===== config.mk =====
export PLATFORM = sky130hd
export DESIGN_NAME = udp_receive_filter_unit_flat
export DESIGN_NICKNAME = d
export VERILOG_FILES = /design/src/rtl/urf_pkg.sv /design/src/rtl/urf_if.sv /design/src/rtl/urf_cfg_regs.sv /design/src/rtl/urf_accum.sv /design/src/rtl/urf_verify.sv /design/src/rtl/udp_receive_filter_unit.sv /design/src/flat_wrapper.sv
export VERILOG_INCLUDE_DIRS = /design/src /design/src/rtl
export SDC_FILE = /design/constraint.sdc
export NUM_CORES = 1
export LEC_CHECK = 0
export BUFFER_PORTS_ARGS = -buffer_cell sky130_fd_sc_hd__buf_2
export CAP_MARGIN = 5
export CELL_PAD_IN_SITES_DETAIL_PLACEMENT = 2
export CELL_PAD_IN_SITES_GLOBAL_PLACEMENT = 2
export CORE_UTILIZATION = 40
export DETAILED_ROUTE_END_ITERATION = 7
export PLACE_DENSITY = 0.8
export SLEW_MARGIN = 0
export SYNTH_ARGS = -nofsm -noshare
export SYNTH_HDL_FRONTEND = slang
export SYNTH_HIERARCHICAL = 1
export SYNTH_SLANG_ARGS = --single-unit

===== constraint.sdc =====
create_clock -name i_clk -period 29.9 [get_ports i_clk]
set_input_delay 5.98 -clock i_clk [delete_from_list [all_inputs] [get_ports i_clk]]
set_output_delay 5.98 -clock i_clk [all_outputs]
set_load 0.005 [all_outputs]

===== src/rtl/udp_receive_filter_unit_assert.svh =====
// Assertion macros shared by the UDP receive filter RTL.
// Needs nothing else; the files that check their own logic include it.
`ifndef UDP_RECEIVE_FILTER_UNIT_ASSERT_SVH
`define UDP_RECEIVE_FILTER_UNIT_ASSERT_SVH

// Same-cycle implication, switched off while reset is held.
`define URF_ASSERT_IMP(lbl, clk, rst_n, ante, cons) \
    lbl: assert property (@(posedge clk) disable iff (!rst_n) (ante) |-> (cons)) \
        else $error("%m: check failed");

// Next-cycle implication, switched off while reset is held.
`define URF_ASSERT_NXT(lbl, clk, rst_n, ante, cons) \
    lbl: assert property (@(posedge clk) disable iff (!rst_n) (ante) |=> (cons)) \
        else $error("%m: check failed");

`endif


===== src/rtl/urf_pkg.sv =====
// Package for the UDP receive filter: widths, codes, shared types and the
// one's-complement adder. Depends on nothing.
package urf_pkg;

    localparam int unsigned WORD_W      = 16;
    localparam int unsigned ADDR_W      = 32;
    localparam int unsigned PROTO_W     = 8;
    localparam int unsigned STATUS_W    = 3;
    localparam int unsigned CFG_INDEX_W = 1;
    // Seven 16-bit terms summed without folding need three extra bits.
    localparam int unsigned SUM_W       = WORD_W + 3;

    localparam logic [PROTO_W-1:0] UDP_PROTOCOL     = 8'd17;
    localparam logic [WORD_W-1:0]  UDP_HEADER_BYTES = 16'd8;
    localparam logic [WORD_W-1:0]  ONES_ALL         = 16'hFFFF;
    localparam logic [WORD_W-1:0]  ODD_BYTE_MASK    = 16'hFF00;
    localparam logic [WORD_W-1:0]  MAX_DATA_BYTES   = 16'hFFF7;

    localparam logic [WORD_W-1:0] IDX_SRC_PORT = 16'd0;
    localparam logic [WORD_W-1:0] IDX_DST_PORT = 16'd1;
    localparam logic [WORD_W-1:0] IDX_UDP_LEN  = 16'd2;
    localparam logic [WORD_W-1:0] IDX_CHECKSUM = 16'd3;

    typedef enum logic [STATUS_W-1:0] {
        ST_OK            = 3'd0,
        ST_NOT_UDP       = 3'd1,
        ST_TOO_SHORT     = 3'd2,
        ST_OVERRUN       = 3'd3,
        ST_PORT_MISMATCH = 3'd4,
        ST_BAD_CHECKSUM  = 3'd5
    } t_status;

    typedef enum logic [CFG_INDEX_W-1:0] {
        REG_LISTEN_PORT   = 1'b0,
        REG_MAX_USER_SIZE = 1'b1
    } t_cfg_reg;

    typedef struct packed {
        logic [WORD_W-1:0] listen_port;
        logic [WORD_W-1:0] max_user_size;
    } t_cfg;

    // Everything known about one datagram once its last word has been summed.
    typedef struct packed {
        logic [WORD_W-1:0]  sum;
        logic [WORD_W-1:0]  src_port;
        logic [WORD_W-1:0]  dst_port;
        logic [WORD_W-1:0]  udp_len;
        logic [WORD_W-1:0]  checksum;
        logic [ADDR_W-1:0]  src_addr;
        logic [ADDR_W-1:0]  dst_addr;
        logic [PROTO_W-1:0] protocol;
        logic [WORD_W-1:0]  ip_len;
    } t_dgram;

    function automatic logic [WORD_W-1:0] oc_add(input logic [WORD_W-1:0] a,
                                                 input logic [WORD_W-1:0] b);
        logic [WORD_W:0] s;
        s = {1'b0, a} + {1'b0, b};
        return s[WORD_W-1:0] + {{(WORD_W-1){1'b0}}, s[WORD_W]};
    endfunction

endpackage


===== src/rtl/urf_if.sv =====
// Channel interfaces of the UDP receive filter: payload words in, results
// out and configuration writes. Depends on urf_pkg.
interface urf_in_if;
    logic                          valid;
    logic                          ready;
    logic [urf_pkg::WORD_W-1:0]    payload_word;
    logic                          last_word;
    logic [urf_pkg::ADDR_W-1:0]    source_address;
    logic [urf_pkg::ADDR_W-1:0]    destination_address;
    logic [urf_pkg::PROTO_W-1:0]   ip_protocol;
    logic [urf_pkg::WORD_W-1:0]    ip_payload_length;

    modport source (output valid, payload_word, last_word, source_address,
                    destination_address, ip_protocol, ip_payload_length,
                    input ready);
    modport sink   (input valid, payload_word, last_word, source_address,
                    destination_address, ip_protocol, ip_payload_length,
                    output ready);
endinterface

interface urf_out_if;
    logic                          valid;
    logic                          ready;
    logic [urf_pkg::STATUS_W-1:0]  status;
    logic [urf_pkg::ADDR_W-1:0]    sender_address;
    logic [urf_pkg::WORD_W-1:0]    sender_port;
    logic [urf_pkg::WORD_W-1:0]    target_port;
    logic [urf_pkg::WORD_W-1:0]    user_length;

    modport source (output valid, status, sender_address, sender_port, target_port,
                    user_length, input ready);
    modport sink   (input valid, status, sender_address, sender_port, target_port,
                    user_length, output ready);
endinterface

interface urf_cfg_if;
    logic                              valid;
    logic                              ready;
    logic [urf_pkg::CFG_INDEX_W-1:0]   index;
    logic [urf_pkg::WORD_W-1:0]        data;

    modport source (output valid, index, data, input ready);
    modport sink   (input valid, index, data, output ready);
endinterface


===== src/rtl/urf_cfg_regs.sv =====
// Configuration registers of the UDP receive filter: listen port and user
// buffer size. Depends on urf_pkg and urf_cfg_if.
module urf_cfg_regs (
    input  logic          i_clk,
    input  logic          i_rst_n,
    urf_cfg_if.sink       i_cfg,
    output urf_pkg::t_cfg o_cfg
);
    import urf_pkg::*;

    t_cfg r_cfg;

    assign i_cfg.ready = 1'b1;
    assign o_cfg       = r_cfg;

    always_ff @(posedge i_clk) begin
        if (!i_rst_n) begin
            r_cfg.listen_port   <= '0;
            r_cfg.max_user_size <= ONES_ALL;
        end else if (i_cfg.valid && i_cfg.ready) begin
            unique case (t_cfg_reg'(i_cfg.index))
                REG_LISTEN_PORT:   r_cfg.listen_port   <= i_cfg.data;
                REG_MAX_USER_SIZE: r_cfg.max_user_size <= i_cfg.data;
                default: ;
            endcase
        end
    end

endmodule


===== src/rtl/urf_accum.sv =====
// Input register and per-datagram running state of the UDP receive filter.
// Depends on urf_pkg, urf_in_if and the assertion macro header.
`include "udp_receive_filter_unit_assert.svh"
module urf_accum (
    input  logic            i_clk,
    input  logic            i_rst_n,
    urf_in_if.sink          i_in,
    output urf_pkg::t_dgram o_dgram,
    output logic            o_dgram_valid,
    input  logic            i_dgram_ready
);
    import urf_pkg::*;

    // Input register.
    logic               r_a_valid;
    logic [WORD_W-1:0]  r_a_word;
    logic               r_a_last;
    logic [ADDR_W-1:0]  r_a_src;
    logic [ADDR_W-1:0]  r_a_dst;
    logic [PROTO_W-1:0] r_a_proto;
    logic [WORD_W-1:0]  r_a_iplen;

    // Running state of the datagram in flight.
    logic [WORD_W-1:0]  r_sum, n_sum;
    logic [WORD_W-1:0]  r_word_index, n_word_index;
    logic [WORD_W-1:0]  r_udp_len, n_udp_len;
    logic [WORD_W-1:0]  r_src_port, n_src_port;
    logic [WORD_W-1:0]  r_dst_port, n_dst_port;
    logic [WORD_W-1:0]  r_checksum, n_checksum;

    // Captured datagram, waiting for the checker.
    logic   r_d_valid;
    t_dgram r_dgram;

    logic              a_fire;
    logic              d_ready;
    logic              add_en;
    logic [WORD_W-1:0] addend;
    logic [WORD_W:0]   byte_pos;

    assign d_ready       = !r_d_valid || i_dgram_ready;
    // A last word may only leave when the datagram register is free.
    assign a_fire        = r_a_valid && (!r_a_last || d_ready);
    assign i_in.ready    = !r_a_valid || a_fire;
    assign o_dgram       = r_dgram;
    assign o_dgram_valid = r_d_valid;

    always_comb begin
        n_src_port = r_src_port;
        n_dst_port = r_dst_port;
        n_udp_len  = r_udp_len;
        n_checksum = r_checksum;
        add_en     = 1'b0;
        addend     = r_a_word;
        byte_pos   = {r_word_index, 1'b0};
        case (r_word_index)
            IDX_SRC_PORT: begin
                n_src_port = r_a_word;
                add_en     = 1'b1;
            end
            IDX_DST_PORT: begin
                n_dst_port = r_a_word;
                add_en     = 1'b1;
            end
            IDX_UDP_LEN: begin
                n_udp_len = r_a_word;
                add_en    = 1'b1;
            end
            IDX_CHECKSUM: begin
                n_checksum = r_a_word;
            end
            default: begin
                // Data words beyond the UDP length are ignored; an odd
                // final byte is padded with zero.
                if (byte_pos < {1'b0, r_udp_len}) begin
                    add_en = 1'b1;
                    if (byte_pos + 17'd1 == {1'b0, r_udp_len}) begin
                        addend = r_a_word & ODD_BYTE_MASK;
                    end
                end
            end
        endcase
        n_sum        = add_en ? oc_add(r_sum, addend) : r_sum;
        n_word_index = (r_word_index != ONES_ALL) ? r_word_index + 16'd1 : r_word_index;
    end

    always_ff @(posedge i_clk) begin
        if (!i_rst_n) begin
            r_a_valid    <= 1'b0;
            r_d_valid    <= 1'b0;
            r_sum        <= '0;
            r_word_index <= '0;
            r_udp_len    <= '0;
            r_src_port   <= '0;
            r_dst_port   <= '0;
            r_checksum   <= '0;
        end else begin
            if (i_in.valid && i_in.ready) begin
                r_a_valid <= 1'b1;
            end else if (a_fire) begin
                r_a_valid <= 1'b0;
            end

            if (a_fire && r_a_last) begin
                r_sum        <= '0;
                r_word_index <= '0;
                r_udp_len    <= '0;
                r_src_port   <= '0;
                r_dst_port   <= '0;
                r_checksum   <= '0;
            end else if (a_fire) begin
                r_sum        <= n_sum;
                r_word_index <= n_word_index;
                r_udp_len    <= n_udp_len;
                r_src_port   <= n_src_port;
                r_dst_port   <= n_dst_port;
                r_checksum   <= n_checksum;
            end

            if (a_fire && r_a_last) begin
                r_d_valid <= 1'b1;
            end else if (i_dgram_ready) begin
                r_d_valid <= 1'b0;
            end
        end
    end

    always_ff @(posedge i_clk) begin
        if (i_in.valid && i_in.ready) begin
            r_a_word  <= i_in.payload_word;
            r_a_last  <= i_in.last_word;
            r_a_src   <= i_in.source_address;
            r_a_dst   <= i_in.destination_address;
            r_a_proto <= i_in.ip_protocol;
            r_a_iplen <= i_in.ip_payload_length;
        end
        if (a_fire && r_a_last) begin
            r_dgram.sum      <= n_sum;
            r_dgram.src_port <= n_src_port;
            r_dgram.dst_port <= n_dst_port;
            r_dgram.udp_len  <= n_udp_len;
            r_dgram.checksum <= n_checksum;
            r_dgram.src_addr <= r_a_src;
            r_dgram.dst_addr <= r_a_dst;
            r_dgram.protocol <= r_a_proto;
            r_dgram.ip_len   <= r_a_iplen;
        end
    end

    `URF_ASSERT_NXT(a_last_clears, i_clk, i_rst_n, a_fire && r_a_last, (r_word_index == 16'd0) && (r_sum == 16'd0))
    `URF_ASSERT_NXT(a_index_saturates, i_clk, i_rst_n, a_fire && !r_a_last && (r_word_index == ONES_ALL), r_word_index == ONES_ALL)
    `URF_ASSERT_NXT(a_last_captured, i_clk, i_rst_n, a_fire && r_a_last, r_d_valid)

endmodule


===== src/rtl/urf_verify.sv =====
// Datagram checks, checksum fold and result register of the UDP receive
// filter. Depends on urf_pkg, urf_out_if and the assertion macro header.
`include "udp_receive_filter_unit_assert.svh"
module urf_verify (
    input  logic            i_clk,
    input  logic            i_rst_n,
    input  urf_pkg::t_cfg   i_cfg,
    input  urf_pkg::t_dgram i_dgram,
    input  logic            i_dgram_valid,
    output logic            o_dgram_ready,
    urf_out_if.source       o_out
);
    import urf_pkg::*;

    // Check stage: header checks done, checksum still unfolded.
    logic              r_c_valid;
    logic [SUM_W-1:0]  r_c_total;
    t_status           r_c_pre_status;
    logic              r_c_chk_en;
    logic [WORD_W-1:0] r_c_expect;
    logic [WORD_W-1:0] r_c_ulen;
    logic [ADDR_W-1:0] r_c_src;
    logic [WORD_W-1:0] r_c_src_port;
    logic [WORD_W-1:0] r_c_dst_port;

    // Result register.
    logic              r_o_valid;
    t_status           r_o_status;
    logic [ADDR_W-1:0] r_o_src;
    logic [WORD_W-1:0] r_o_src_port;
    logic [WORD_W-1:0] r_o_dst_port;
    logic [WORD_W-1:0] r_o_user_length;

    logic              out_ready;
    logic              c_adv;
    logic              b_fire;
    logic [SUM_W-1:0]  total;
    t_status           pre_status;
    logic [WORD_W-1:0] data_len;
    logic [WORD_W-1:0] ulen_cand;
    logic [WORD_W:0]   fold1;
    logic [WORD_W-1:0] fold2;
    t_status           fin_status;

    assign out_ready     = !r_o_valid || o_out.ready;
    assign c_adv         = r_c_valid && out_ready;
    assign o_dgram_ready = !r_c_valid || c_adv;
    assign b_fire        = i_dgram_valid && o_dgram_ready;

    // Pseudo-header and running sum added as plain integers; folded later.
    assign total = SUM_W'(i_dgram.sum)
                 + SUM_W'(i_dgram.src_addr[ADDR_W-1:WORD_W])
                 + SUM_W'(i_dgram.src_addr[WORD_W-1:0])
                 + SUM_W'(i_dgram.dst_addr[ADDR_W-1:WORD_W])
                 + SUM_W'(i_dgram.dst_addr[WORD_W-1:0])
                 + SUM_W'(i_dgram.protocol)
                 + SUM_W'(i_dgram.udp_len);

    always_comb begin
        if (i_dgram.protocol != UDP_PROTOCOL) begin
            pre_status = ST_NOT_UDP;
        end else if ((i_dgram.ip_len < UDP_HEADER_BYTES)
                     || (i_dgram.udp_len < UDP_HEADER_BYTES)) begin
            pre_status = ST_TOO_SHORT;
        end else if (i_dgram.udp_len > i_dgram.ip_len) begin
            pre_status = ST_OVERRUN;
        end else if ((i_cfg.listen_port != '0)
                     && (i_cfg.listen_port != i_dgram.dst_port)) begin
            pre_status = ST_PORT_MISMATCH;
        end else begin
            pre_status = ST_OK;
        end
    end

    assign data_len  = i_dgram.udp_len - UDP_HEADER_BYTES;
    assign ulen_cand = (i_cfg.max_user_size < data_len) ? i_cfg.max_user_size : data_len;

    // Two end-around folds bring the sum back to 16 bits.
    assign fold1 = {1'b0, r_c_total[WORD_W-1:0]}
                 + {{(WORD_W-2){1'b0}}, r_c_total[SUM_W-1:WORD_W]};
    assign fold2 = fold1[WORD_W-1:0] + {{(WORD_W-1){1'b0}}, fold1[WORD_W]};

    always_comb begin
        fin_status = r_c_pre_status;
        if ((r_c_pre_status == ST_OK) && r_c_chk_en && (~fold2 != r_c_expect)) begin
            fin_status = ST_BAD_CHECKSUM;
        end
    end

    always_ff @(posedge i_clk) begin
        if (!i_rst_n) begin
            r_c_valid <= 1'b0;
            r_o_valid <= 1'b0;
        end else begin
            if (b_fire) begin
                r_c_valid <= 1'b1;
            end else if (c_adv) begin
                r_c_valid <= 1'b0;
            end
            if (c_adv) begin
                r_o_valid <= 1'b1;
            end else if (o_out.ready) begin
                r_o_valid <= 1'b0;
            end
        end
    end

    always_ff @(posedge i_clk) begin
        if (b_fire) begin
            r_c_total      <= total;
            r_c_pre_status <= pre_status;
            r_c_chk_en     <= (i_dgram.checksum != '0);
            r_c_expect     <= (i_dgram.checksum == ONES_ALL) ? '0 : i_dgram.checksum;
            r_c_ulen       <= ulen_cand;
            r_c_src        <= i_dgram.src_addr;
            r_c_src_port   <= i_dgram.src_port;
            r_c_dst_port   <= i_dgram.dst_port;
        end
        if (c_adv) begin
            r_o_status      <= fin_status;
            r_o_src         <= r_c_src;
            r_o_src_port    <= r_c_src_port;
            r_o_dst_port    <= r_c_dst_port;
            r_o_user_length <= (fin_status == ST_OK) ? r_c_ulen : '0;
        end
    end

    assign o_out.valid          = r_o_valid;
    assign o_out.status         = r_o_status;
    assign o_out.sender_address = r_o_src;
    assign o_out.sender_port    = r_o_src_port;
    assign o_out.target_port    = r_o_dst_port;
    assign o_out.user_length    = r_o_user_length;

    `URF_ASSERT_IMP(v_reject_no_length, i_clk, i_rst_n, r_o_valid && (r_o_status != ST_OK), r_o_user_length == 16'd0)
    `URF_ASSERT_IMP(v_ok_length_bound, i_clk, i_rst_n, r_o_valid && (r_o_status == ST_OK), r_o_user_length <= MAX_DATA_BYTES)
    `URF_ASSERT_NXT(v_header_fail_kept, i_clk, i_rst_n, c_adv && (r_c_pre_status != ST_OK), r_o_status == $past(r_c_pre_status))
    `URF_ASSERT_NXT(v_check_stage_holds, i_clk, i_rst_n, r_c_valid && !c_adv, r_c_valid && $stable(r_c_total))

endmodule


===== src/rtl/udp_receive_filter_unit.sv =====
// UDP receive filter top level: header checks and checksum verification of
// one IP payload stream. Depends on urf_pkg, the interfaces and submodules.
//
// Usage: i_in carries the IP payload as 16-bit big-endian words, one word
// per transaction, with last_word set on the final word; the IP addresses,
// protocol and payload length are taken from the last-word transaction.
// o_out delivers one result transaction per datagram: status, sender
// address and ports, and the user length capped at max_user_size.
// i_cfg writes listen_port (index 0) and max_user_size (index 1); it is
// always ready and should only be used while no datagram is in flight.
// Throughput is one word per clock cycle while the output is not stalled. After
// the transaction of its last word, a result passes the input register, the
// datagram register (running sum), the check stage (pseudo-header sum and
// header checks) and the end-around fold into the result register.
// Reset clears the running datagram state and the pipeline, sets the listen
// port to 0 (any port) and max_user_size to 65535.
// When the receiver stalls, the result register, the check stage and the
// datagram register fill up, and i_in.ready drops once a further last word
// waits in the input register; non-final words keep flowing into the
// running sum until then.
module udp_receive_filter_unit (
    input  logic      i_clk,
    input  logic      i_rst_n,
    urf_in_if.sink    i_in,
    urf_out_if.source o_out,
    urf_cfg_if.sink   i_cfg
);
    import urf_pkg::*;

    t_cfg   cfg;
    t_dgram dgram;
    logic   dgram_valid;
    logic   dgram_ready;

    urf_cfg_regs u_cfg_regs (
        .i_clk   (i_clk),
        .i_rst_n (i_rst_n),
        .i_cfg   (i_cfg),
        .o_cfg   (cfg)
    );

    urf_accum u_accum (
        .i_clk         (i_clk),
        .i_rst_n       (i_rst_n),
        .i_in          (i_in),
        .o_dgram       (dgram),
        .o_dgram_valid (dgram_valid),
        .i_dgram_ready (dgram_ready)
    );

    urf_verify u_verify (
        .i_clk         (i_clk),
        .i_rst_n       (i_rst_n),
        .i_cfg         (cfg),
        .i_dgram       (dgram),
        .i_dgram_valid (dgram_valid),
        .o_dgram_ready (dgram_ready),
        .o_out         (o_out)
    );

endmodule


===== src/flat_wrapper.sv =====
// flat-port wrapper written by rule: the top's interface ports become plain ports
module udp_receive_filter_unit_flat import urf_pkg::*;
  (i_clk, i_rst_n, i_in_valid, i_in_payload_word, i_in_last_word, i_in_source_address, i_in_destination_address, i_in_ip_protocol, i_in_ip_payload_length, i_in_ready, o_out_valid, o_out_status, o_out_sender_address, o_out_sender_port, o_out_target_port, o_out_user_length, o_out_ready, i_cfg_valid, i_cfg_index, i_cfg_data, i_cfg_ready);
  urf_in_if i_in_i ();
  urf_out_if o_out_i ();
  urf_cfg_if i_cfg_i ();
  input  logic i_clk;
  input  logic i_rst_n;
  input wire logic [$bits(i_in_i.valid)-1:0] i_in_valid;
  input wire logic [$bits(i_in_i.payload_word)-1:0] i_in_payload_word;
  input wire logic [$bits(i_in_i.last_word)-1:0] i_in_last_word;
  input wire logic [$bits(i_in_i.source_address)-1:0] i_in_source_address;
  input wire logic [$bits(i_in_i.destination_address)-1:0] i_in_destination_address;
  input wire logic [$bits(i_in_i.ip_protocol)-1:0] i_in_ip_protocol;
  input wire logic [$bits(i_in_i.ip_payload_length)-1:0] i_in_ip_payload_length;
  output wire logic [$bits(i_in_i.ready)-1:0] i_in_ready;
  output wire logic [$bits(o_out_i.valid)-1:0] o_out_valid;
  output wire logic [$bits(o_out_i.status)-1:0] o_out_status;
  output wire logic [$bits(o_out_i.sender_address)-1:0] o_out_sender_address;
  output wire logic [$bits(o_out_i.sender_port)-1:0] o_out_sender_port;
  output wire logic [$bits(o_out_i.target_port)-1:0] o_out_target_port;
  output wire logic [$bits(o_out_i.user_length)-1:0] o_out_user_length;
  input wire logic [$bits(o_out_i.ready)-1:0] o_out_ready;
  input wire logic [$bits(i_cfg_i.valid)-1:0] i_cfg_valid;
  input wire logic [$bits(i_cfg_i.index)-1:0] i_cfg_index;
  input wire logic [$bits(i_cfg_i.data)-1:0] i_cfg_data;
  output wire logic [$bits(i_cfg_i.ready)-1:0] i_cfg_ready;
  assign i_in_i.valid = i_in_valid;
  assign i_in_i.payload_word = i_in_payload_word;
  assign i_in_i.last_word = i_in_last_word;
  assign i_in_i.source_address = i_in_source_address;
  assign i_in_i.destination_address = i_in_destination_address;
  assign i_in_i.ip_protocol = i_in_ip_protocol;
  assign i_in_i.ip_payload_length = i_in_ip_payload_length;
  assign i_in_ready = i_in_i.ready;
  assign o_out_valid = o_out_i.valid;
  assign o_out_status = o_out_i.status;
  assign o_out_sender_address = o_out_i.sender_address;
  assign o_out_sender_port = o_out_i.sender_port;
  assign o_out_target_port = o_out_i.target_port;
  assign o_out_user_length = o_out_i.user_length;
  assign o_out_i.ready = o_out_ready;
  assign i_cfg_i.valid = i_cfg_valid;
  assign i_cfg_i.index = i_cfg_index;
  assign i_cfg_i.data = i_cfg_data;
  assign i_cfg_ready = i_cfg_i.ready;
  udp_receive_filter_unit u_core (.i_clk(i_clk), .i_rst_n(i_rst_n), .i_in(i_in_i), .o_out(o_out_i), .i_cfg(i_cfg_i));
endmodule

After elaboration in Yosys (flattened, before gate mapping)
Index checks and enable logic that the tools add are counted.

Word-level logic and storage cells: 129. Register bits after elaboration: 607.

Reductions and logical operators: 35. Multiplexer cells: 23. Add/sub/neg operators: 13. Bitwise operators: 3. Order comparisons: 5. Equal/unequal tests: 9.

Operators by type and width (number): two-way mux 16 bit (6); adder 19 x 16 -> 19 bit (2); adder 16 x 16 -> 17 bit (2); adder 16 x 1 -> 16 bit (2); equality test 16 x 2 -> 1 bit (second input constant) (2); < comparator 16 x 4 -> 1 bit (second input constant) (2); != test 16 bit (2); nonzero test 16 bit (2); two-way mux 8 bit (3); adder 18 x 16 -> 19 bit (1); adder 19 x 8 -> 19 bit (1); adder 17 x 16 -> 18 bit (1); adder 16 x 3 -> 17 bit (1); adder 17 x 1 -> 17 bit (second input constant) (1); equality test 17 x 16 -> 1 bit (1); < comparator 17 x 16 -> 1 bit (1); adder 16 x 1 -> 16 bit (second input constant) (1); equality test 16 x 1 -> 1 bit (second input constant) (1); equality test 16 bit (second input constant) (1); > comparator 16 bit (1); logical NOT 16 bit (1); < comparator 16 bit (1); != test 16 bit (second input constant) (1); NOT 16 bit (1); other kinds (16) (50).

Logic depth before layout (Yosys ltp)
Gate-level depths: netlist (run 1).

Depth in word-level cells: 10. Gate-level depth with buffers: 27.

By module
Netlist (run 1), hierarchy kept.

By module, submodules not included: urf_accum (sequential area each 10159.7 µm², area each 14271.2 µm², cells an instance 1011, instances 1); urf_verify (sequential area each 6105.9 µm², area each 12019.0 µm², cells an instance 933, instances 1); urf_cfg_regs (sequential area each 640.6 µm², area each 1368.8 µm², cells an instance 145, instances 1).

Least setup slack after synthesis (run 1)
Ideal clock, no wire load.

Path kind: input to register. Start: input o_out_ready. End: register u_core.u_accum.r_dgram, in the netlist u_core/u_accum/o_dgram[0], enable pin. Setup slack: 15379 ps. Stages: 7. Path buffers: 2. Data arrival time: 13822 ps. Setup time: 699 ps. Cells stage by stage: nor2b_1 -> nand2_1 -> nand2b_1 -> o21ai_1 -> clkbuf_1 -> clkbuf_1 -> nor2_1.

Word-level cells in the longest chain between the ends: 7.

Ends and longest elaborated chain: start, declared (RTL line flat_wrapper.sv:23) `input wire logic [$bits(o_out_i.ready)-1:0] o_out_ready;`; logical OR 1 bit (RTL line urf_verify.sv:45) `assign out_ready = !r_o_valid || o_out.ready;`; logical AND 1 bit (RTL line urf_verify.sv:46) `assign c_adv = r_c_valid && out_ready;`; logical OR 1 bit (RTL line urf_verify.sv:47) `assign o_dgram_ready = !r_c_valid || c_adv;`; named net u_core.dgram_ready (RTL line udp_receive_filter_unit.sv:33) `logic dgram_ready;`; logical OR 1 bit (RTL line urf_accum.sv:41) `assign d_ready = !r_d_valid || i_dgram_ready;`; logical OR 1 bit (RTL line urf_accum.sv:43) `assign a_fire = r_a_valid && (!r_a_last || d_ready);`; logical AND 1 bit (RTL line urf_accum.sv:43); logical AND 1 bit (RTL line urf_accum.sv:137) `if (a_fire && r_a_last) begin`; end, declared (RTL line urf_accum.sv:33) `t_dgram r_dgram;`.

The timed path passes the listed nets, and every way through them passes these cells. A chain may end at the register's enable or synchronous reset.

Worst setup path after layout (run 1)
Start: input o_out_ready. End: output i_in_ready.

Word-level cells in the longest chain between the ends: 7.

Ends and longest elaborated chain: logical OR 1 bit (RTL line urf_verify.sv:45); logical AND 1 bit (RTL line urf_verify.sv:46); logical OR 1 bit (RTL line urf_verify.sv:47); named net u_core.dgram_ready (RTL line udp_receive_filter_unit.sv:33); logical OR 1 bit (RTL line urf_accum.sv:41); logical OR 1 bit (RTL line urf_accum.sv:43); logical AND 1 bit (RTL line urf_accum.sv:43); logical OR 1 bit (RTL line urf_accum.sv:44) `assign i_in.ready = !r_a_valid || a_fire;`; end, declared (RTL line flat_wrapper.sv:16) `output wire logic [$bits(i_in_i.ready)-1:0] i_in_ready;`.

The timed path passes the listed nets, and every way through them passes these cells.

==> results of run 1 <==
[state kept, by name, indices dropped and copies added, names as in the netlist, 19 cells and up]
register / flops
u_core/u_accum/o_dgram: 168
u_core/u_accum/r_a_src: 32
u_core/u_verify/r_c_src: 32
u_core/u_cfg_regs/o_cfg: 32
u_core/u_verify/r_c_total: 19
u_core/u_verify/o_out.sender_address: 32
u_core/u_accum/r_a_dst: 32
[cells by family (layout without fill, tap and decap cells)]
group,Yosys count,after routing,synth area share
adder cells (fa/ha/maj),179,179,0.0967
multiplexers,110,110,0.0434
buffers and inverters,205,493,0.0313
AND/OR/NAND/NOR,583,583,0.104
flip-flops,607,607,0.611
other,1,7,0.000136
AO/OA/AOI/OAI,290,290,0.0764
XOR/XNOR,114,114,0.0364
[routing by layer]
layer  track usage  up-vias
li1              -     8093
met4         0.150        0
met3        0.0397      227
met1         0.300     9727
met2         0.504      531
met5             0        -
[per-stage QoR]
stage	cell area, sq um	utilization
6_report	32100	0.468
5_1_grt	32100	0.468
4_1_cts	32000	0.468
3_5_place_dp	29700	0.433
3_3_place_gp	29700	0.433
2_1_floorplan	27700	-
[power breakdown]
| part | internal (mW) | switching [mW] | total, mW |
|---|---|---|---|
| logic | 0.117 | 0.199 | 0.316 |
| registers | 0.954 | 0.0340 | 0.988 |
| clock network | 0.534 | 0.367 | 0.902 |
| total | 1.61 | 0.600 | 2.21 |
[cells in the mapped netlist (5+ instances only)]
cell type / instances / area (sq um)
a211o_1: 5 / 43.8
a211oi_1: 34 / 255
a211oi_2: 14 / 175
a21o_1: 29 / 218
a21oi_1: 81 / 405
a31oi_1: 5 / 31.3
and3_1: 7 / 43.8
buf_2: 9 / 45.0
buf_6: 6 / 67.6
clkbuf_1: 37 / 139
dfxtp_1: 132 / 2640
edfxtp_1: 475 / 14300
fa_1: 58 / 1160
ha_1: 121 / 1510
inv_1: 143 / 537
mux2_2: 80 / 901
mux2i_1: 30 / 300
nand2_1: 128 / 480
nand2b_1: 8 / 50.1
nand3_1: 45 / 225
nand3b_1: 6 / 45.0
nand4_1: 33 / 206
nor2_1: 167 / 627
nor2b_1: 38 / 238
nor3_1: 61 / 305
nor4_1: 27 / 169
o211ai_1: 15 / 113
o211ai_2: 10 / 125
o21a_1: 9 / 67.6
o21ai_0: 32 / 160
o31ai_1: 7 / 52.6
or2_2: 7 / 43.8
or3_1: 19 / 119
or4_1: 6 / 45.0
xnor2_1: 58 / 508
xor2_1: 55 / 482
[final timing paths]
check | depth (start not counted) | slack (ns) | startpoint | end
setup / recovery | 6 | 16.30 | o_out_ready | i_in_ready
hold / removal | 0 | 0.42 | u_core/u_verify/r_c_src[31]$_DFFE_PP_ | u_core/u_verify/o_out.sender_address[31]$_DFFE_PP_
setup reg to reg | 24 | 21.84 | u_core/u_accum/r_word_index[2]$_SDFFE_PP0P_ | u_core/u_accum/o_dgram[165]$_DFFE_PP_
hold reg to reg | 0 | 0.42 | u_core/u_verify/r_c_src[31]$_DFFE_PP_ | u_core/u_verify/o_out.sender_address[31]$_DFFE_PP_
[layout make-up]
cell class | count | area, sq um | share of cell area
clock buffers | 94 | 1980 | 0.0616
well taps | 882 | 1100 | 0.0344
diodes | 6 | 15.0 | 0.000468
multi-input cells | 1277 | 9970 | 0.311
flip-flops and latches | 607 | 16900 | 0.527
clock inverters | 32 | 393 | 0.0123
inverters | 143 | 537 | 0.0167
repair buffers | 224 | 1170 | 0.0364
==> flow_summary.yaml, run 1 <==
status:
  outcome: "finished, final reports clean"
cts:
  post_cts_buffers: 0
  clk_latency_ns: 0.62
  post_cts_resized: 0
  tritoncts: "yes"
  clockBufferDepth: 3
  path_clk_slew_ns: 0.06
  cts_root_buf: "clkbuf_16"
  cts.sinks: 607
  numCtsBuffers: 69
  hold_buffers: 0
  cts-htree-levels: 3
layout:
  stdcell_count: 3265
  fill_cells: 6581
  areaGrowthSynthToFinish_pct: 15.9
  nNetsFinal: 2628
  final_layout_size_suffix_gt1_frac: 0.197
  final_common_cell: "edfxtp_1"
  final_cell_mix: "edfxtp_1 (475), buf_2 (211), nor2_1 (166)"
yosys:
  synth_seq_area_share: 0.611
  synth_ff_type: "edfxtp_1"
  synth_area_sq_um: 27700
  synth_seq_cells: 607
  synth_async_sr_flop_share: 0
  syn_nets: 2395
  syn_inst: 2089
  yosysUniqueCellTypes: 84
  yosysWarningCount: 6
  avgSynthCellArea_sq_um: 13.2
  synth_edf_count: 475
floorplan:
  die_y_um: 265
  num_io_pins: 213
  start_util: 0.404
  core-area_sq_um: 68500
  die-area_sq_um: 70200
  core.rowCount: 96
  die_x_um: 265
placed_design:
  routabilityCongestion: 0.831
  post-place-ws_ns: 16.52
  dp_hpwl_um: 63100
  numPortBuffers: 211
  place_inst: 3133
timing:
  hold_ws_ns: 0.416
  fin_tns_setup_ns: 0
  max_freq_mhz: 73.6
  period_minus_slack_ns: 13.60
  relSlewSlack: 0.181
  tightest_slew_ns: 1.23
  finalCritPeriodShare: 0.455
  finalSetupViolCount: 0
  hold_viol_final: 0
  layout_setup_ws_ns: 16.30
  grt_setup_unrepaired: "false"
  fin_worst_skew_ns: 0.0283
  final_max_slew_viol_count: 0
flow_run:
  maxCapViolCount: 0
setup_path:
  crit_buf_inv: 2
  critPathArrivalTime_ns: 7.62
  cp_top_family: "simple AND/OR/NAND/NOR gates"
  slowest_delay_ns: 0.55
  crit_type: "in -> out"
  cp-end-kind: "output port"
  critPathRequiredTime_ns: 23.92
  crit_slowest_cell: "nor2b_1"
  startpoint_type: "input port"
  cp_cell_sequence: "buf_2 > nor2b_1 > nand2_1 > nor2b_1 > nand3_1 > buf_2"
  crit_path_max_fanout: 4
drt:
  drcViolationCount: 0
  top_layer: "met4"
  finalWirelength_um: 96000
  antenna_left: 0
  vias: 18600
  drt_iter0_markers: 1261
  wl_met1_um: 35700
  routedWlPerCell_um: 29.4
  firstDrtPassIters: 5
  viasPerCell: 5.69
  wl_met2_um: 51300
  met3_length_um: 3670
global_routing:
  grt_antenna_before_repair: 8
  grt_pass1_vias: 21200
  grt_pass1_wl_um: 141000
  grt_max_degree: 169
  grt-ovfl-total: 0
  grt_use_total: 0.273
pwr:
  p_per_area_nw_per_um2: 68.8
  vdd_drop_max_uv: 38.0
  power_mw: 2.21
  p_leak_nw: 12.3
hold_path:
  min-delay-path-class: "reg -> reg"
No activity file was read; power rests on OpenSTA's default activity.
==> run 2: changes to the inputs <==
==> constraint.sdc (replaced) <==
create_clock -name i_clk -period 13.8 [get_ports i_clk]
set_input_delay 2.76 -clock i_clk [delete_from_list [all_inputs] [get_ports i_clk]]
set_output_delay 2.76 -clock i_clk [all_outputs]
set_load 0.005 [all_outputs]
==> flow_summary.yaml, run 2 (same netlist as run 1, synthesis figures left out) <==
layout:
  largest_register_ffs: 168
  nNetsFinal: 2624
  final_layout_size_suffix_gt1_frac: 0.197
  fin_util: 0.466
  areaGrowthSynthToFinish_pct: 15.4
  final_common_cell: "edfxtp_1"
  final_cell_mix: "edfxtp_1 (475), buf_2 (211), nor2_1 (166)"
  stdcell_count: 3259
drt:
  drcViolationCount: 0
  viasPerCell: 5.73
  drt_iter0_markers: 1384
  finalWirelength_um: 95000
  antenna_left: 0
  vias: 18700
  routedWlPerCell_um: 29.2
  firstDrtPassIters: 5
cts:
  cts-htree-levels: 3
  cts.sinks: 607
  clk_latency_ns: 0.62
  cts_root_buf: "clkbuf_16"
  path_clk_slew_ns: 0.06
  clockBufferDepth: 3
  numCtsBuffers: 68
  hold_buffers: 0
  post_cts_resized: 0
  post_cts_buffers: 0
  tritoncts: "yes"
pwr:
  p_leak_nw: 12.2
  power_switching_mw: 1.29
  pwr-share-clk: 0.400
  switching_share: 0.274
  power_frac_comb: 0.144
  vdd_drop_max_uv: 98.4
  p_per_area_nw_per_um2: 147
  p_int_mw: 3.41
  p_seq_frac: 0.456
setup_path:
  cp_top_family: "simple AND/OR/NAND/NOR gates"
  startpoint_type: "flip-flop"
  crit_slowest_cell: "or4_4"
  cp_cell_sequence: "or4_1 > nor4_2 > nand2_1 > nand4_1 > nor2_1 > nor2b_1 > ha_1 > inv_1 > fa_1 > nand3b_1 > a211oi_1 > o21a_1 > o21ai_0 > nand3b_1 > a21o_1 > ha_1 > and3_2 > and4b_1 > nand4_2 > or4_4 > or3_1 > a21oi_2 > xnor2_1 > a21oi_1"
  crit_type: "reg -> reg"
  crit_path_max_fanout: 18
  crit_buf_inv: 1
  cp-end-kind: "flip-flop"
  critPathRequiredTime_ns: 14.11
  slowest_delay_ns: 0.64
  critPathArrivalTime_ns: 7.76
floorplan:
  die_x_um: 265
  core-area_sq_um: 68500
  die-area_sq_um: 70200
  start_util: 0.404
  core.rowCount: 96
  num_io_pins: 213
  die_y_um: 265
timing:
  fin_tns_setup_ns: 0
  max_freq_mhz: 134
  period_minus_slack_ns: 7.45
  hold_viol_final: 0
  fin_worst_skew_ns: 0.0373
  finalCritPeriodShare: 0.540
  relSlewSlack: 0.177
  tightest_slew_ns: 1.24
  final_max_slew_viol_count: 0
  grt_setup_unrepaired: "false"
  finalSetupViolCount: 0
placed_design:
  routabilityCongestion: 0.817
  dp_hpwl_um: 64900
  numPortBuffers: 211
  place_inst: 3130
global_routing:
  grt-ovfl-total: 0
  grt_use_total: 0.271
  grt_pass1_vias: 21000
  grt_max_degree: 97
  grt_pass1_wl_um: 140000
  grt_antenna_before_repair: 5
flow_run:
  maxCapViolCount: 0
hold_path:
  min-delay-path-class: "reg -> reg"
status:
  outcome: "finished, final reports clean"
-- run 2: metal layers --
metal | GRT usage | vias up | wire (um)
met5 | 0 | - | 13
met4 | 0.150 | 2 | 5380
met3 | 0.0454 | 242 | 4080
met2 | 0.489 | 581 | 49600
met1 | 0.302 | 9748 | 36000
li1 | - | 8107 | -
-- run 2: cell type report --
type / count / area (sq um)
Clock inverter: 29 / 312
Clock buffer: 96 / 1950
Tap cell: 882 / 1100
Sequential cell: 607 / 16900
Inverter: 143 / 537
Timing Repair Buffer: 221 / 1130
Fill cell: 6632 / 36500
Multi-Input combinational cell: 1277 / 9980
Antenna cell: 4 / 10.0
-- run 2: worst paths after layout --
kind         cells past startpoint                                   startpoint                                    end  slack, ns
max                             24  u_core/u_accum/r_word_index[2]$_SDFFE_PP0P_  u_core/u_accum/o_dgram[165]$_DFFE_PP_       6.35
min                              0         u_core/u_accum/r_a_src[12]$_DFFE_PP_   u_core/u_accum/o_dgram[68]$_DFFE_PP_       0.42
max reg2reg                     24  u_core/u_accum/r_word_index[2]$_SDFFE_PP0P_  u_core/u_accum/o_dgram[165]$_DFFE_PP_       6.35
min reg2reg                      0         u_core/u_accum/r_a_src[12]$_DFFE_PP_   u_core/u_accum/o_dgram[68]$_DFFE_PP_       0.42
-- run 2: per-stage QoR --
stage          setup slack, ns  hold WS, ns  cell area, sq um  total power [mW]
3_3_place_gp              7.06        0.401             29600              2.73
5_1_grt                   5.88        0.425             31900              4.83
3_5_place_dp              6.64        0.405             29600              2.81
2_1_floorplan             2.50        0.400             27700              2.57
6_report                  6.35        0.418             31900              4.70
4_1_cts                   6.40        0.408             31900              4.72
-- run 2: worst register-to-register path: cells and delay by family (launching register included) --
family                     cells  cell delay, ns
and+or+nand+nor               13            4.48
xor gates and xnor gates       1            0.17
AOI/OAI and AO/OA              6            1.28
adders and majority gates      3            0.79
DFF                            1            0.40
buffers and inverters          1            0.06
-- run 2: power groups by stage --
stage	clock [mW]	sequential [mW]	combinational (mW)
after global routing	1.97	2.15	0.722
after CTS	1.91	2.14	0.668
after global placement	0	2.17	0.560
after floorplan	0	2.14	0.427
final	1.88	2.14	0.676
after detailed placement	0	2.18	0.636
==> run 3: changes to the inputs <==
--- a/config.mk
+++ b/config.mk
@@ -10,9 +10,9 @@
 export CAP_MARGIN = 5
 export CELL_PAD_IN_SITES_DETAIL_PLACEMENT = 2
 export CELL_PAD_IN_SITES_GLOBAL_PLACEMENT = 2
-export CORE_UTILIZATION = 40
+export CORE_UTILIZATION = 38
 export DETAILED_ROUTE_END_ITERATION = 7
-export PLACE_DENSITY = 0.8
+export PLACE_DENSITY = 0.79
 export SLEW_MARGIN = 0
 export SYNTH_ARGS = -nofsm -noshare
 export SYNTH_HDL_FRONTEND = slang
==> constraint.sdc (replaced) <==
create_clock -name i_clk -period 6.4 [get_ports i_clk]
set_input_delay 1.28 -clock i_clk [delete_from_list [all_inputs] [get_ports i_clk]]
set_output_delay 1.28 -clock i_clk [all_outputs]
set_load 0.005 [all_outputs]
==> flow_summary.yaml, run 3 (same netlist as run 1, synthesis figures left out) <==
pwr:
  pwr-share-clk: 0.409
  power_frac_comb: 0.143
  p_leak_nw: 12.4
  vdd_drop_max_uv: 168
  power_switching_mw: 2.80
  p_seq_frac: 0.448
  p_per_area_nw_per_um2: 318
  switching_share: 0.273
  power_mw: 10.3
  p_int_mw: 7.48
global_routing:
  grt_use_total: 0.246
  grt-ovfl-total: 0
  grt_max_degree: 113
  grt_pass1_vias: 20800
  grt_antenna_before_repair: 6
  grt_pass1_wl_um: 135000
setup_path:
  r2r_start: "u_core/u_accum/o_dgram[57]$_DFFE_PP_"
  critPathRequiredTime_ns: 6.84
  cp-endpoint: "u_core/u_verify/r_c_total[17]$_DFFE_PP_"
  startpoint: "u_core/u_accum/o_dgram[57]$_DFFE_PP_"
  crit_path_max_fanout: 5
  r2r_slack_ns: 0.11
  cp-end-kind: "flip-flop"
  crit_type: "reg -> reg"
  critPathArrivalTime_ns: 6.74
  reg2reg_to: "u_core/u_verify/r_c_total[17]$_DFFE_PP_"
  reg2reg_depth: 24
  startpoint_type: "flip-flop"
layout:
  stdcell_count: 3340
  final_layout_size_suffix_gt1_frac: 0.207
  nNetsFinal: 2636
  final_cell_mix: "edfxtp_1 (475), buf_2 (211), nor2_1 (165)"
  areaGrowthSynthToFinish_pct: 16.9
  largest_register_ffs: 168
  final_common_cell: "edfxtp_1"
drt:
  vias: 18500
  firstDrtPassIters: 5
  routedWlPerCell_um: 27.6
  drcViolationCount: 0
  viasPerCell: 5.53
  finalWirelength_um: 92300
  drt_iter0_markers: 1192
  antenna_left: 0
hold_path:
  min-delay-path-class: "reg -> reg"
  hold_path_depth: 0
cts:
  cts_root_buf: "clkbuf_16"
  tritoncts: "yes"
  clk_latency_ns: 0.63
  clockBufferDepth: 3
  path_clk_slew_ns: 0.07
  cts-htree-levels: 3
  numCtsBuffers: 70
  cts.sinks: 607
floorplan:
  start_util: 0.386
  core-area_sq_um: 71700
  die_x_um: 272
  die-area_sq_um: 73900
  die_y_um: 272
  core.rowCount: 98
  num_io_pins: 213
timing:
  hold_viol_final: 0
  finalCritPeriodShare: 0.983
  tightest_slew_ns: 1.33
  relSlewSlack: 0.113
  final_max_slew_viol_count: 0
  fin_tns_setup_ns: 0
  fin_worst_skew_ns: 0.0229
  max_freq_mhz: 159
  finalSetupViolCount: 0
  period_minus_slack_ns: 6.29
placed_design:
  numPortBuffers: 211
  place_inst: 3202
  dp_hpwl_um: 62000
  routabilityCongestion: 0.805
flow_run:
  maxCapViolCount: 0
status:
  outcome: "finished, final reports clean"
==> run 3: area by class of cell <==
type,count,area (sq um)
clock inverter,32,369
multi-input combinational,1277,10100
tap,950,1190
clock buffer,98,2020
fill,7002,39400
antenna,2,5.00
sequential,607,16900
timing repair buffer,231,1240
inverter,143,537
==> run 3: worst max-delay path, cell delays in order, from the launching register on <==
cell,delay [ns]
edfxtp_1,0.37
inv_1,0.07
fa_1,0.46
inv_1,0.08
ha_1,0.19
inv_1,0.07
fa_1,0.41
nor2b_1,0.14
o21ai_0,0.16
a21boi_1,0.28
o21ai_2,0.13
a21oi_2,0.23
a41o_1,0.30
o211ai_1,0.20
nor2b_1,0.21
xnor2_1,0.35
fa_1,0.56
ha_1,0.33
ha_1,0.39
and3_1,0.20
a21oi_1,0.11
o21ai_0,0.19
o21ai_1,0.35
a21oi_1,0.13
a31oi_1,0.20
==> run 3: routing by layer <==
| layer | routed length (um) | track usage |
|---|---|---|
| met1 | 35400 | 0.278 |
| met2 | 48400 | 0.447 |
| met4 | 4840 | 0.128 |
| met3 | 3660 | 0.0367 |
| met5 | 12 | 0 |
==> run 3: what timing repair did <==
action / CTS / global route
resized for setup: 5 / 16
endpoints found under the setup margin: 8 / 8
setup buffers: 2 / 4
hold buffers: 0 / 0
pin swaps: 1 / 7
==> run 3: worst min-delay path by stage <==
stage,endpoint,from
floorplan,u_core/u_accum/o_dgram[0]$_DFFE_PP_,u_core/u_accum/r_a_iplen[0]$_DFFE_PP_
global placement,u_core/u_verify/r_c_src_port[0]$_DFFE_PP_,u_core/u_accum/o_dgram[136]$_DFFE_PP_
detailed placement,u_core/u_accum/o_dgram[69]$_DFFE_PP_,u_core/u_accum/r_a_src[13]$_DFFE_PP_
CTS,u_core/u_verify/o_out.sender_address[30]$_DFFE_PP_,u_core/u_verify/r_c_src[30]$_DFFE_PP_
global route,u_core/u_verify/o_out.sender_address[30]$_DFFE_PP_,u_core/u_verify/r_c_src[30]$_DFFE_PP_
finish,u_core/u_verify/o_out.sender_address[30]$_DFFE_PP_,u_core/u_verify/r_c_src[30]$_DFFE_PP_
==> run 3: through the flow <==
stage | utilization | instance area [sq um] | hold WS [ns] | worst slack [ns]
2_1_floorplan | - | 27700 | 0.400 | 0.642
3_3_place_gp | 0.415 | 29800 | 0.402 | 0.355
3_5_place_dp | 0.415 | 29800 | 0.405 | 0.0176
4_1_cts | 0.449 | 32200 | 0.415 | 0.0228
5_1_grt | 0.451 | 32300 | 0.418 | -0.0760
6_report | 0.451 | 32300 | 0.414 | 0.106
==> run 3: power groups by stage <==
stage | Combinational [mW] | Sequential [mW] | Clock, mW
floorplan | 0.922 | 4.60 | 0
global placement | 1.20 | 4.67 | 0
detailed placement | 1.36 | 4.69 | 0
CTS | 1.44 | 4.61 | 4.28
global route | 1.56 | 4.62 | 4.41
finish | 1.47 | 4.61 | 4.20
